--- src/rtl/ffba_pkg.sv ---
`default_nettype none

package ffba_pkg;

  // Fixed field widths
  localparam int unsigned REQ_W      = 24;
  localparam int unsigned OFS_W      = 18;
  localparam int unsigned CFG_DATA_W = 13;
  localparam int unsigned CFG_IDX_W  = 1;
  localparam int unsigned HDR_W      = 6;
  localparam int unsigned GRANT_W    = 13;
  localparam int unsigned STATUS_W   = 2;

  localparam int unsigned HDR_RESET  = 24;

  // Parameter defaults (powers of two)
  localparam int unsigned BLOCK_BYTES_DEF     = 64;
  localparam int unsigned HEAP_BLOCKS_MAX_DEF = 4096;
  localparam int unsigned MAX_EXTENTS_DEF     = 64;

  typedef enum logic [STATUS_W-1:0] {
    ST_OK         = 2'd0,
    ST_NO_FIT     = 2'd1,
    ST_TABLE_FULL = 2'd2
  } status_e;

  typedef enum logic [CFG_IDX_W-1:0] {
    REG_HEAP_BLOCKS  = 1'b0,
    REG_HEADER_BYTES = 1'b1
  } reg_idx_e;

  typedef enum logic [2:0] {
    S_IDLE,
    S_REBUILD,
    S_SCAN,
    S_ALLOC_UPD,
    S_FREE_DEC,
    S_SHIFT_DN,
    S_SHIFT_UP,
    S_RESP
  } state_e;

  typedef struct packed {
    logic accept;
    logic rebuild;
    logic scan;
    logic alloc_upd;
    logic free_dec;
    logic shift_dn;
    logic shift_up;
    logic post;
  } cmd_t;

  typedef struct packed {
    logic table_ready;
    logic op_free;
    logic scan_done;
    logic scan_hit;
    logic alloc_split;
    logic free_shift_dn;
    logic free_shift_up;
    logic shift_done;
    logic out_busy;
  } sts_t;

endpackage

`default_nettype wire

--- src/rtl/ffba_ctrl.sv ---
`default_nettype none

module ffba_ctrl (
  input  logic            clk_i,
  input  logic            rst_ni,
  input  logic            in_valid_i,
  output logic            in_ready_o,
  input  ffba_pkg::sts_t  sts_i,
  output ffba_pkg::cmd_t  cmd_o
);

  ffba_pkg::state_e state_q, state_d;

  always_comb begin
    state_d = state_q;
    unique case (state_q)
      ffba_pkg::S_IDLE: begin
        if (!sts_i.table_ready) begin
          state_d = ffba_pkg::S_REBUILD;
        end else if (in_valid_i) begin
          state_d = ffba_pkg::S_SCAN;
        end
      end
      ffba_pkg::S_REBUILD: state_d = ffba_pkg::S_IDLE;
      ffba_pkg::S_SCAN: begin
        if (sts_i.scan_done) begin
          if (sts_i.op_free) begin
            state_d = ffba_pkg::S_FREE_DEC;
          end else if (sts_i.scan_hit) begin
            state_d = ffba_pkg::S_ALLOC_UPD;
          end else begin
            state_d = ffba_pkg::S_RESP;
          end
        end
      end
      ffba_pkg::S_ALLOC_UPD: begin
        state_d = sts_i.alloc_split ? ffba_pkg::S_RESP : ffba_pkg::S_SHIFT_DN;
      end
      ffba_pkg::S_FREE_DEC: begin
        if (sts_i.free_shift_dn) begin
          state_d = ffba_pkg::S_SHIFT_DN;
        end else if (sts_i.free_shift_up) begin
          state_d = ffba_pkg::S_SHIFT_UP;
        end else begin
          state_d = ffba_pkg::S_RESP;
        end
      end
      ffba_pkg::S_SHIFT_DN,
      ffba_pkg::S_SHIFT_UP: begin
        if (sts_i.shift_done) begin
          state_d = ffba_pkg::S_RESP;
        end
      end
      ffba_pkg::S_RESP: begin
        if (!sts_i.out_busy) begin
          state_d = ffba_pkg::S_IDLE;
        end
      end
      default: state_d = ffba_pkg::S_IDLE;
    endcase
  end

  always_comb begin
    cmd_o      = '0;
    in_ready_o = 1'b0;
    unique case (state_q)
      ffba_pkg::S_IDLE: begin
        in_ready_o   = sts_i.table_ready;
        cmd_o.accept = sts_i.table_ready & in_valid_i;
      end
      ffba_pkg::S_REBUILD:   cmd_o.rebuild   = 1'b1;
      ffba_pkg::S_SCAN:      cmd_o.scan      = 1'b1;
      ffba_pkg::S_ALLOC_UPD: cmd_o.alloc_upd = 1'b1;
      ffba_pkg::S_FREE_DEC:  cmd_o.free_dec  = 1'b1;
      ffba_pkg::S_SHIFT_DN:  cmd_o.shift_dn  = 1'b1;
      ffba_pkg::S_SHIFT_UP:  cmd_o.shift_up  = 1'b1;
      ffba_pkg::S_RESP:      cmd_o.post      = ~sts_i.out_busy;
      default: ;
    endcase
  end

  always_ff @(posedge clk_i or negedge rst_ni) begin
    if (!rst_ni) begin
      state_q <= ffba_pkg::S_IDLE;
    end else begin
      state_q <= state_d;
    end
  end

endmodule

`default_nettype wire

--- config.mk ---
export PLATFORM = sky130hd
export DESIGN_NAME = ffba_ctrl
export DESIGN_NICKNAME = d
export VERILOG_FILES = /design/src/rtl/ffba_pkg.sv /design/src/rtl/ffba_ctrl.sv
export SDC_FILE = /design/constraint.sdc
export NUM_CORES = 1
export LEC_CHECK = 0
export ABC_CLOCK_PERIOD_IN_PS = 1550
export BUFFER_PORTS_ARGS = -buffer_cell sky130_fd_sc_hd__buf_2
export CAP_MARGIN = 20
export CORE_AREA = 2 2 39 41
export CTS_BUF_LIST = sky130_fd_sc_hd__clkbuf_8
export DETAILED_ROUTE_END_ITERATION = 12
export DIE_AREA = 0 0 41 43
export MAX_ROUTING_LAYER = met4
export PLACE_DENSITY = 0.58
export SLEW_MARGIN = 20
export SYNTH_ARGS = -nofsm -noshare
export SYNTH_HDL_FRONTEND = slang
export SYNTH_SLANG_ARGS = --single-unit
--- constraint.sdc ---
create_clock -name clk_i -period 1.55 [get_ports clk_i]
set_input_delay 0.2325 -clock clk_i [delete_from_list [all_inputs] [get_ports clk_i]]
set_output_delay 0.2325 -clock clk_i [all_outputs]
set_load 0.01 [all_outputs]
==> impl_metrics.py <==
metrics = {
    "run_status": {
        "status": "finished clean",
    },
    "drt": {
        "met3WireLength_um": 73,
        "routedLengthMet1_um": 394,
        "routedWlPerCell_um": 10.4,
        "drt_iter0_markers": 1,
        "wl_met2_um": 457,
        "finalWirelength_um": 925,
        "via_per_inst": 4.55,
        "top_layer": "met3",
        "drt_first_pass_iters": 2,
        "vias": 405,
        "drc": 0,
        "postRouteAntennaNets": 0,
    },
    "pwr": {
        "power_leakage_nw": 0.312,
        "p_per_area_nw_per_um2": 1890,
        "max-vdd-ir-drop_uv": 617,
    },
    "placement": {
        "port_buffers": 20,
        "postPlaceCellArea_um2": 504,
        "dp_cells": 81,
        "gp_congestion": 0.769,
        "dpl.hpwl_um": 732,
    },
    "layout": {
        "n_antenna_cell": 0,
        "syn_to_final_growth_pct": 57.3,
        "multi_input_area_um2": 277,
        "regMostFlops": "state_q",
        "final_cell_mix": "buf_2 (20), buf_4 (8), nand2_1 (5), nor2_1 (4)",
        "fin_util": 0.429,
        "fin_cells": 89,
        "final_common_cell": "buf_2",
        "n_fill_cell": 150,
        "final_nets": 86,
        "drive_gt1_frac": 0.562,
        "largest_register_ffs": 3,
        "reg_top3": "state_q: 3 flops",
        "regArea_um2": 78.8,
        "fin_area_um2": 594,
    },
    "synth": {
        "yosysUniqueCellTypes": 30,
        "netlist_area_um2": 378,
        "synthCells": 44,
        "avgSynthCellArea_um2": 8.59,
        "synth-seq-cells": 3,
        "synth_fp_nets": 56,
        "yosysSeqAreaShare": 0.199,
        "yosysWarningCount": 0,
    },
    "critical_path": {
        "crit_fanout": 10,
        "cp-end-kind": "primary output",
        "ff2ff_setup_slack_ns": 0.11,
        "slowest_delay_ns": 0.47,
        "path_buf_inv": 1,
        "worstPathRequired_ns": 1.32,
        "arrival_ns": 1.25,
        "r2r-start": "state_q[1]",
        "reg2reg_depth": 4,
        "cp-start-kind": "flop",
        "worst_path_max_delay_cell": "dfrtp_2",
        "cp_top_family": "flip-flops",
        "r2r_end": "state_q[0]",
        "crit_chain": "nor4b_4, and2_1, buf_2",
        "path_class": "reg -> out",
    },
    "grt": {
        "grtUsageTotal": 0.128,
        "grt_pass1_vias": 403,
        "grt_pass1_wl_mm": 1.56,
        "grt_remaining_overflow": 0,
        "antenna_found_initial": 0,
        "grt_max_degree": 11,
    },
    "hold_path": {
        "hold_path_class": "in -> async",
    },
    "clock_tree": {
        "numCtsBuffers": 3,
        "cts-root-buf": "clkbuf_8",
        "clk_latency_ns": 0.21,
        "clock-sinks": 3,
        "path_clk_slew_ns": 0.03,
        "clockBufferDepth": 2,
        "htree_levels": 1,
        "cts_tree": "done",
    },
    "die": {
        "die_h_um": 43,
        "core_area_um2": 1380,
        "io_pins": 21,
        "dieArea_um2": 1760,
        "die_w_um": 41,
        "initial_core_util": 0.273,
        "rows": 14,
    },
    "sta": {
        "fin_crit_ns": 1.49,
        "relSlewSlack": 0.776,
        "fmax_mhz": 673,
        "hold_violations": 0,
        "finalSetupViolations": 0,
        "fin_crit_sh": 0.958,
        "maxSlewViolCount": 0,
        "worst_clock_skew_ns": 0.00263,
        "tightest_slew_ns": 0.333,
        "rsz0062_at_grt": "yes",
    },
    "job": {
        "max-cap-violations": 0,
    },
}
## logic make-up (layout without fill, tap and decap cells)
kind of cell / count (synthesis) / in the layout / share of synthesized area
compound gates: 8 / 8 / 0.172
buf+inv: 5 / 34 / 0.0927
mux: 1 / 1 / 0.0265
simple gates: 27 / 27 / 0.510
flops: 3 / 3 / 0.199
## metal layers
layer | up-vias | global-route usage
met3 | 0 | 0.0471
met2 | 14 | 0.200
met4 | 0 | 0.0200
met5 | - | -
met1 | 178 | 0.157
li1 | 213 | -
## layout make-up
cell class	instances	share of cell area
clock buffer	3	0.0695
multi-input combinational	36	0.465
inverter	1	0.00632
timing repair buffer	29	0.286
sequential	3	0.133
clock inverter	1	0.00632
tap	16	0.0337
## repair_timing
item                                   in CTS  in global routing
hold buffers                                1                  0
endpoints found under the hold margin       3                  0
cloned                                      0                  0
setup endpoints to repair                   2                  6
pin swaps                                   1                  1
buffers inserted                            1                  2
gates resized for setup                     2                  2
## stage by stage
| step | hold WS, ns | total power [mW] | setup TNS [ns] | setup slack, ns |
|---|---|---|---|---|
| after global placement | 0.0319 | 0.837 | 0 | 0.0788 |
| after detailed placement | 0.0293 | 0.845 | 0 | 0.0763 |
| final | 0.345 | 1.12 | 0 | 0.0649 |
| after floorplan | -0.0631 | 0.670 | 0 | 0.129 |
| after global routing | 0.371 | 1.23 | -0.0418 | -0.0418 |
| after CTS | 0.338 | 1.09 | 0 | 0.0227 |
## worst max path at each step
stage / slack, ns / end / depth (start not counted) / from
final: 0.06 / cmd_o[7] / 3 / state_q[1]
after detailed placement: 0.08 / state_q[0] / 4 / state_q[1]
after global routing: -0.04 / cmd_o[7] / 3 / state_q[1]
after global placement: 0.08 / state_q[0] / 4 / state_q[1]
after floorplan: 0.13 / cmd_o[7] / 2 / state_q[2]
after CTS: 0.02 / cmd_o[6] / 3 / state_q[0]
## worst register-to-register path, stage by stage (launching register included)
cell and delay (ns):
dfrtp_2 0.47, or4b_1 0.51, nand3_1 0.09, o21ai_1 0.07
a21o_1 0.17
## synthesized netlist by cell type
master / count / area [um^2]
nor2b_2: 1 / 8.76
nand3_1: 1 / 5.00
nor2b_4: 1 / 13.8
and2b_2: 1 / 8.76
nor2_1: 4 / 15.0
nor3_1: 1 / 5.00
and3b_1: 2 / 17.5
nor3_2: 1 / 10.0
nor3b_1: 2 / 15.0
o21ai_1: 1 / 5.00
nor3b_4: 1 / 18.8
a2111oi_2: 1 / 15.0
nand2b_1: 1 / 6.26
clkbuf_4: 1 / 7.51
mux2i_1: 1 / 10.0
buf_4: 1 / 7.51
and2_1: 1 / 6.26
o211ai_1: 1 / 7.51
nor2b_1: 2 / 12.5
a2bb2oi_1: 2 / 17.5
inv_1: 1 / 3.75
dfrtp_1: 3 / 75.1
a21oi_1: 1 / 5.00
or4b_1: 1 / 10.0
nor4_1: 1 / 6.26
nor4b_2: 1 / 15.0
a21o_1: 2 / 15.0
buf_2: 1 / 5.00
nand2_1: 5 / 18.8
buf_6: 1 / 11.3
## where the power goes
part,switching [mW],internal (mW),total (mW)
clock,0.0470,0.168,0.215
sequential,0.0986,0.126,0.225
combinational,0.304,0.376,0.680
No activity file was read; power rests on OpenSTA's default activity.
